**src/design/dlbh_pkg.sv**
```systemverilog
package dlbh_pkg;

	localparam logic [63:0] LANE_A_INIT = 64'd14695981039346656037;
	localparam logic [63:0] LANE_B_INIT = 64'd13166748625691186689;
	localparam logic [63:0] FNV_PRIME_64 = 64'd1099511628211;
	localparam logic [63:0] GOLDEN_MULT = 64'd11400714819323198485;
	localparam logic [63:0] LENGTH_MULT = 64'h9e3779b97f4a7c15;

	typedef struct packed {
		logic [63:0] lane_a;
		logic [63:0] lane_b;
		logic [63:0] byte_count;
		logic [63:0] len_mult;
	} lane_state_t;

	typedef struct packed {
		logic [63:0] digest_first;
		logic [63:0] digest_second;
	} digest_t;

	localparam lane_state_t STATE_INIT = '{
		lane_a:     LANE_A_INIT,
		lane_b:     LANE_B_INIT,
		byte_count: 64'd0,
		len_mult:   64'd0
	};

endpackage

```
**src/design/dlbh_in_if.sv**
```systemverilog
interface dlbh_in_if;
	logic       valid;
	logic       ready;
	logic [7:0] data_byte;
	logic       has_byte;
	logic       last_byte;

	modport source (output valid, output data_byte, output has_byte, output last_byte,
		input ready);
	modport sink (input valid, input data_byte, input has_byte, input last_byte,
		output ready);
endinterface

```
**src/design/dlbh_out_if.sv**
```systemverilog
interface dlbh_out_if;
	logic        valid;
	logic        ready;
	logic [63:0] digest_first;
	logic [63:0] digest_second;

	modport source (output valid, output digest_first, output digest_second, input ready);
	modport sink (input valid, input digest_first, input digest_second, output ready);
endinterface

```
**src/design/dlbh_step.sv**
```systemverilog
module dlbh_step import dlbh_pkg::*; (
	input  lane_state_t cur,
	input  logic [7:0]  data_byte,
	input  logic        has_byte,
	input  logic        last_byte,
	output lane_state_t nxt,
	output digest_t     dig
);

	logic [63:0] mix_a;
	logic [63:0] mix_b;
	logic [63:0] byte_pos;
	logic [5:0]  shift;
	lane_state_t absorbed;

	// Low 64 bits of x * k from three 32 x 32 partial products. The high x high
	// product only reaches bit 64 and above, and of the cross products only the low
	// halves land below bit 64, so their sum may wrap at 32 bits.
	function automatic logic [63:0] mul_lo64(input logic [63:0] x, input logic [63:0] k);
		logic [63:0] p_ll;
		logic [31:0] p_lh;
		logic [31:0] p_hl;
		p_ll = {32'd0, x[31:0]} * {32'd0, k[31:0]};
		p_lh = x[31:0] * k[63:32];
		p_hl = x[63:32] * k[31:0];
		return p_ll + {p_lh + p_hl, 32'd0};
	endfunction

	// Lane B places the byte at byte position (count mod 8) before mixing.
	assign shift = {cur.byte_count[2:0], 3'b000};
	assign byte_pos = {56'd0, data_byte} << shift;
	assign mix_a = cur.lane_a ^ {56'd0, data_byte};
	assign mix_b = cur.lane_b ^ byte_pos;

	// Both products are constant multiplies truncated to 64 bits. The length term
	// count * LENGTH_MULT is kept as a running sum so no second multiply is needed.
	always_comb begin
		absorbed = cur;
		if (has_byte) begin
			absorbed.lane_a = mul_lo64(mix_a, FNV_PRIME_64);
			absorbed.lane_b = mul_lo64(mix_b, GOLDEN_MULT);
			absorbed.byte_count = cur.byte_count + 64'd1;
			absorbed.len_mult = cur.len_mult + LENGTH_MULT;
		end
	end

	assign dig.digest_first = absorbed.lane_a ^ absorbed.byte_count;
	assign dig.digest_second = absorbed.lane_b ^ absorbed.len_mult;
	assign nxt = last_byte ? STATE_INIT : absorbed;

endmodule

```
**src/design/dual_lane_byte_hash.sv**
```systemverilog
// Two-lane 64-bit byte-stream hash (FNV-1a 64 plus a positional multiplicative lane).
// One message byte is taken per msg transfer; a new transfer is accepted every cycle
// while msg.ready is high. An item with has_byte low adds nothing, so last_byte with
// has_byte low closes a message, including an empty one. The item carrying last_byte
// produces one digest transfer, after which both lanes and the count are back at
// their initial values for the next message. Throughput is one item per cycle unless
// stalled, set by the single stage that feeds each lane through its 64-bit constant
// multiply and back into the lane register. msg.ready drops only while a finished
// digest waits on digest.ready and the registered item is another message end.
module dual_lane_byte_hash import dlbh_pkg::*; (
	input logic         clk,
	input logic         arst_n,
	dlbh_in_if.sink     msg,
	dlbh_out_if.source  digest
);

	logic        v_s1;
	logic [7:0]  data_s1;
	logic        has_s1;
	logic        last_s1;
	lane_state_t state_q;
	lane_state_t state_next;
	digest_t     dig_comb;
	digest_t     digest_q;
	logic        res_valid_q;
	logic        stall;
	logic        fire;

	assign stall = v_s1 && last_s1 && res_valid_q && !digest.ready;
	assign fire = v_s1 && !stall;
	assign msg.ready = !stall;

	always_ff @(posedge clk or negedge arst_n) begin
		if (!arst_n) begin
			v_s1 <= 1'b0;
		end else if (msg.ready) begin
			v_s1 <= msg.valid;
		end
	end

	always_ff @(posedge clk) begin
		if (msg.valid && msg.ready) begin
			data_s1 <= msg.data_byte;
			has_s1 <= msg.has_byte;
			last_s1 <= msg.last_byte;
		end
	end

	dlbh_step u_step (
		.cur       (state_q),
		.data_byte (data_s1),
		.has_byte  (has_s1),
		.last_byte (last_s1),
		.nxt       (state_next),
		.dig       (dig_comb)
	);

	always_ff @(posedge clk or negedge arst_n) begin
		if (!arst_n) begin
			state_q <= STATE_INIT;
		end else if (fire) begin
			state_q <= state_next;
		end
	end

	always_ff @(posedge clk or negedge arst_n) begin
		if (!arst_n) begin
			res_valid_q <= 1'b0;
		end else if (fire && last_s1) begin
			res_valid_q <= 1'b1;
		end else if (digest.ready) begin
			res_valid_q <= 1'b0;
		end
	end

	always_ff @(posedge clk) begin
		if (fire && last_s1) begin
			digest_q <= dig_comb;
		end
	end

	assign digest.valid = res_valid_q;
	assign digest.digest_first = digest_q.digest_first;
	assign digest.digest_second = digest_q.digest_second;

endmodule

```
**src/flat_wrapper.sv**
```systemverilog
// flat-port wrapper written by rule: the top's interface ports become plain ports
module dual_lane_byte_hash_flat import dlbh_pkg::*;
  (clk, arst_n, msg_valid, msg_data_byte, msg_has_byte, msg_last_byte, msg_ready, digest_valid, digest_digest_first, digest_digest_second, digest_ready);
  dlbh_in_if msg_i ();
  dlbh_out_if digest_i ();
  input logic clk;
  input logic arst_n;
  input wire logic [$bits(msg_i.valid)-1:0] msg_valid;
  input wire logic [$bits(msg_i.data_byte)-1:0] msg_data_byte;
  input wire logic [$bits(msg_i.has_byte)-1:0] msg_has_byte;
  input wire logic [$bits(msg_i.last_byte)-1:0] msg_last_byte;
  output wire logic [$bits(msg_i.ready)-1:0] msg_ready;
  output wire logic [$bits(digest_i.valid)-1:0] digest_valid;
  output wire logic [$bits(digest_i.digest_first)-1:0] digest_digest_first;
  output wire logic [$bits(digest_i.digest_second)-1:0] digest_digest_second;
  input wire logic [$bits(digest_i.ready)-1:0] digest_ready;
  assign msg_i.valid = msg_valid;
  assign msg_i.data_byte = msg_data_byte;
  assign msg_i.has_byte = msg_has_byte;
  assign msg_i.last_byte = msg_last_byte;
  assign msg_ready = msg_i.ready;
  assign digest_valid = digest_i.valid;
  assign digest_digest_first = digest_i.digest_first;
  assign digest_digest_second = digest_i.digest_second;
  assign digest_i.ready = digest_ready;
  dual_lane_byte_hash u_core (.clk(clk), .arst_n(arst_n), .msg(msg_i), .digest(digest_i));
endmodule
```
**config.mk**
```make
export PLATFORM = sky130hd
export DESIGN_NAME = dual_lane_byte_hash_flat
export DESIGN_NICKNAME = d
export VERILOG_FILES = /design/src/design/dlbh_pkg.sv /design/src/design/dlbh_in_if.sv /design/src/design/dlbh_out_if.sv /design/src/design/dlbh_step.sv /design/src/design/dual_lane_byte_hash.sv /design/src/flat_wrapper.sv
export SDC_FILE = /design/constraint.sdc
export NUM_CORES = 2
export LEC_CHECK = 0
export ABC_AREA = 1
export BUFFER_PORTS_ARGS = -buffer_cell sky130_fd_sc_hd__clkbuf_2
export CAP_MARGIN = 20
export CORE_ASPECT_RATIO = 1.5
export CORE_MARGIN = 2
export CORE_UTILIZATION = 55
export DETAILED_ROUTE_END_ITERATION = 12
export GPL_ROUTABILITY_DRIVEN = 0
export GPL_TIMING_DRIVEN = 0
export HOLD_SLACK_MARGIN = 0.15
export PLACE_DENSITY = 0.71
export SYNTH_ARGS = -nofsm -noshare
export SYNTH_HDL_FRONTEND = slang
export SYNTH_SLANG_ARGS = --single-unit
```
**constraint.sdc**
```tcl
create_clock -name clk -period 27.5 [get_ports clk]
set_clock_uncertainty 0.1 [all_clocks]
set_input_delay 1.375 -clock clk [delete_from_list [all_inputs] [get_ports clk]]
set_output_delay 1.375 -clock clk [all_outputs]
set_load 0.05 [all_outputs]
```
==> results of run 1 <==
==> kinds of logic after synthesis <==
logic type      after synthesis  synth area share (%)
buf+inv                    2309                 12.78
fa+ha+maj                  1943                 47.07
simple gates               1851                 11.38
compound gates              833                 6.942
xor+xnor                    477                 6.156
flops                       396                 15.65
mux                           2               0.02935
==> routing by layer <==
metal,track usage (%),overflow
met5,2.134,0
met4,50.41,2
met3,21.07,0
met2,70.78,2
met1,44.90,0
==> synthesized netlist by cell type (all sizes together), types with 102 or more instances <==
cell    number
nor2       374
o21ai      341
dfrtp      199
nand2     1075
fa        1038
a21oi      210
nand3      194
o22ai      126
xnor2      102
inv       2203
xor2       374
ha         905
edfxtp     138
==> metrics by stage <==
step | instance area (um2) | worst slack [ps] | util [%]
2_1_floorplan | 68210 | 16100 | -
3_3_place_gp | 70920 | 12620 | 57.49
3_5_place_dp | 71220 | 12640 | 57.73
4_1_cts | 72410 | 12580 | 58.70
==> run summary, run 1 <==
Post-Syn Nets: 9,768
Average size of a mapped cell: 8.732 um2
Die Width: 291.5 um
Synthesis-stage register bit count: 396
Post-synth EDFFs: 138
Yosys top cell by area: fa_1
Final HPWL DP: 227,400 um
Top-area cell type share of the netlist area: 30.47%
Post-synthesis sequential area ratio: 15.65%
Cell Count Post-Placement: 9,572
Mapped Area: 68,210 um2
Cell variety after synth: 68
Synth Flop Type: dfrtp_1
Total I/O pin count: 144
Row cnt: 158
CTS Sinks: 396
Die height: 435.3 um
Warnings from Yosys: 0
Top cells by area, synth: fa_1, ha_1, inv_1
Total grt overflow: 4
Outcome: did not finish
Post-Synthesis Cells: 7,811
Log Error: [ERROR GRT-0116] Global routing finished with congestion. Check the congestion regions in the DRC Viewer.
CTS Hold Bufs: 0
First-pass GRT wire length: 423,600 um
GRT Util Overall: 46.69%
Clock Root Buffer: clkbuf_16
CTS Buffer Depth: 3
Post-cts gate resize count: 0
Largest net degree at the start of global routing: 100
IO Port Bufs: 143
Post-synthesis async set-or-reset flop share: 65.15%
CTS Buf Count: 36
Initial core utilization: 55.29%
Vias in the first global route: 63,150
Max H-tree Level: 2
Last stage: global routing (5_1_grt)
Post-CTS Setup Inserts: 0
==> run 2, diff against run 1 <==
- CORE_ASPECT_RATIO: 1.5 -> not set
- CORE_UTILIZATION: 55 -> 40
- HOLD_SLACK_MARGIN: 0.15 -> not set
- PLACE_DENSITY: 0.71 -> not set
- PLACE_DENSITY_LB_ADDON: not set -> 0.15
==> run summary, run 2 <==
Fin util: 43.44%
Top cells by count, synth: inv_1, nand2_1, fa_1
Worst hold path cell count: 2
Total grt overflow: 0
Crit-path max FO: 10
Maxcap violations: 0
Final period util: 55.98%
Clock Root Buffer: clkbuf_16
Vias per std cell: 5.233
CP Data Arrival Time: 15,640 ps
Fmax: 64.96 MHz
Die Width: 416.9 um
Max H-tree Level: 2
Via count: 53,800
Area grow syn2layout: 7.930%
Vias in the first global route: 56,060
Warnings from Yosys: 0
Routed WL per cell: 25.61 um
Initial antenna violation count: 10
CP Capture Type: register
IO Port Bufs: 143
Post-CTS Setup Inserts: 0
Most common cell after layout, fill and taps aside: inv_1
Startpoint Class: register
Yosys top cell by area: fa_1
Slew @ Worst Pin: 1269 ps
Largest net degree at the start of global routing: 102
Die height: 416.9 um
CTS Buf Count: 44
Fin. max-slew vios: 0
Synthesis-stage register bit count: 396
Required time of the critical path: 27,750 ps
First-pass GRT wire length: 381,900 um
Setup Crit Path Kind: register to register
Flop2flop setup slack: 12,110 ps
Headroom to the max-slew limit: 15.10%
CTS Hold Bufs: 0
Row cnt: 151
Setup TNS Final: 0 ps
Mapped Area: 68,210 um2
DRC: 0
Top-area cell type share of the netlist area: 30.47%
Most flops, register: u_core.state_q
Reg2reg path depth: 47
Average size of a mapped cell: 8.732 um2
Clk_lat worst skew: 640 ps
RSZ-0062 raised after global routing: false
Die area: 173,800 um2
# setup viols final: 0
Share of cells above drive strength 1: 4.752%
DRT Pass-1 Iters: 6
CTS tree: done
Capturing point of the worst reg2reg path: u_core.digest.digest_second[59]
Routed Antenna Nets: 0
Synth Flop Type: dfrtp_1
Post-synthesis sequential area ratio: 15.65%
Crit path capture: u_core.digest.digest_second[59]
GRT Util Overall: 30.62%
Crit path largest cell delay: 1000 ps
Initial drt markers: 4,836
Outcome: completed
Critical Path Start: u_core.state_q[65]
Commonest cells after routing, fill and taps aside: inv_1, nand2_1, fa_1, ha_1, xor2_1
Fillcell total: 17,020
CTS Buffer Depth: 3
Cell variety after synth: 68
Post-route minimum period: 15,390 ps
Initial core utilization: 40.25%
Post-Syn Nets: 9,768
Final Hold Viols: 0
Post-synth EDFFs: 138
Post-synthesis async set-or-reset flop share: 65.15%
Top cells by area, synth: fa_1, ha_1, inv_1
Critical-path top delay cell: xor2_1
Routed Wire Length: 263,200 um
CTS Sinks: 396
Total I/O pin count: 144
Post-Synthesis Cells: 7,811
Reg2Reg Launch Point: u_core.state_q[65]
Core Area: 169,500 um2
Most common cell in the synthesized netlist: inv_1
Final HPWL DP: 231,200 um
Hold WC Path Type: register to register
Largest register FFs: 256
# nets final: 9,981
Post-cts gate resize count: 0
Reg clk slew, reported paths: 70 ps
[run 2: worst min path at each step]
stage / start / end / slack, ps
after floorplan: u_core.state_q[194] / u_core.state_q[194] / 370
after global placement: u_core.state_q[194] / u_core.state_q[194] / 380
after detailed placement: u_core.state_q[194] / u_core.state_q[194] / 390
after CTS: u_core.state_q[194] / u_core.state_q[194] / 400
after global routing: u_core.state_q[197] / u_core.state_q[197] / 430
final: u_core.state_q[194] / u_core.state_q[194] / 400
[run 2: cell type report]
type	instances	area (um2)	share of cell area (%)
Antenna cell	2	5.005	0.006799
Buffer	105	439.2	0.5966
Sequential cell	396	10670	14.50
Clock inverter	25	255.2	0.3467
Clock buffer	57	1234	1.676
Multi-Input combinational cell	5106	48840	66.35
Tap cell	2218	2775	3.770
Inverter	2204	8275	11.24
Timing Repair Buffer	167	1115	1.514
[run 2: critical path: cells and delay by family, from the launching register on]
family | cells | cell delay [ps]
compound gates | 8 | 1550
xor+xnor | 5 | 2830
fa+ha+maj | 16 | 7030
buf+inv | 13 | 2120
flops | 1 | 420
simple gates | 5 | 1040
[run 2: kinds of logic (layout without fill, tap and decap cells)]
kind of cell	after synthesis	in the layout	synth area share (%)
compound gates	833	833	6.942
xor+xnor	477	477	6.156
fa+ha+maj	1943	1943	47.07
buf+inv	2309	2558	12.78
flops	396	396	15.65
mux	2	2	0.02935
other cells	0	2	0
simple gates	1851	1851	11.38
[run 2: through the flow]
| step | worst slack, ps | hold WS (ps) | instances | area, um2 |
|---|---|---|---|---|
| after global routing | 11900 | 434.8 | 10280 | 73610 |
| final | 12110 | 396.7 | 10280 | 73620 |
| after floorplan | 16100 | 366.9 | 7811 | 68210 |
| after global placement | 12540 | 377.0 | 10170 | 71700 |
| after CTS | 12470 | 401.7 | 10280 | 73600 |
| after detailed placement | 12490 | 391.3 | 10200 | 72110 |
[run 2: routing by layer]
metal | GRT usage [%] | vias to the layer above | wire (um)
met2 | 49.60 | 2092 | 121300
met4 | 19.20 | 14 | 20510
met5 | 0 | - | 96
met3 | 4.949 | 576 | 17860
li1 | - | 24320 | -
met1 | 38.20 | 26790 | 103500
Power of run 2 is left out: the tool's default activity adds up to more than one toggle a clock period on the data nets, which glitch-free logic cannot reach.
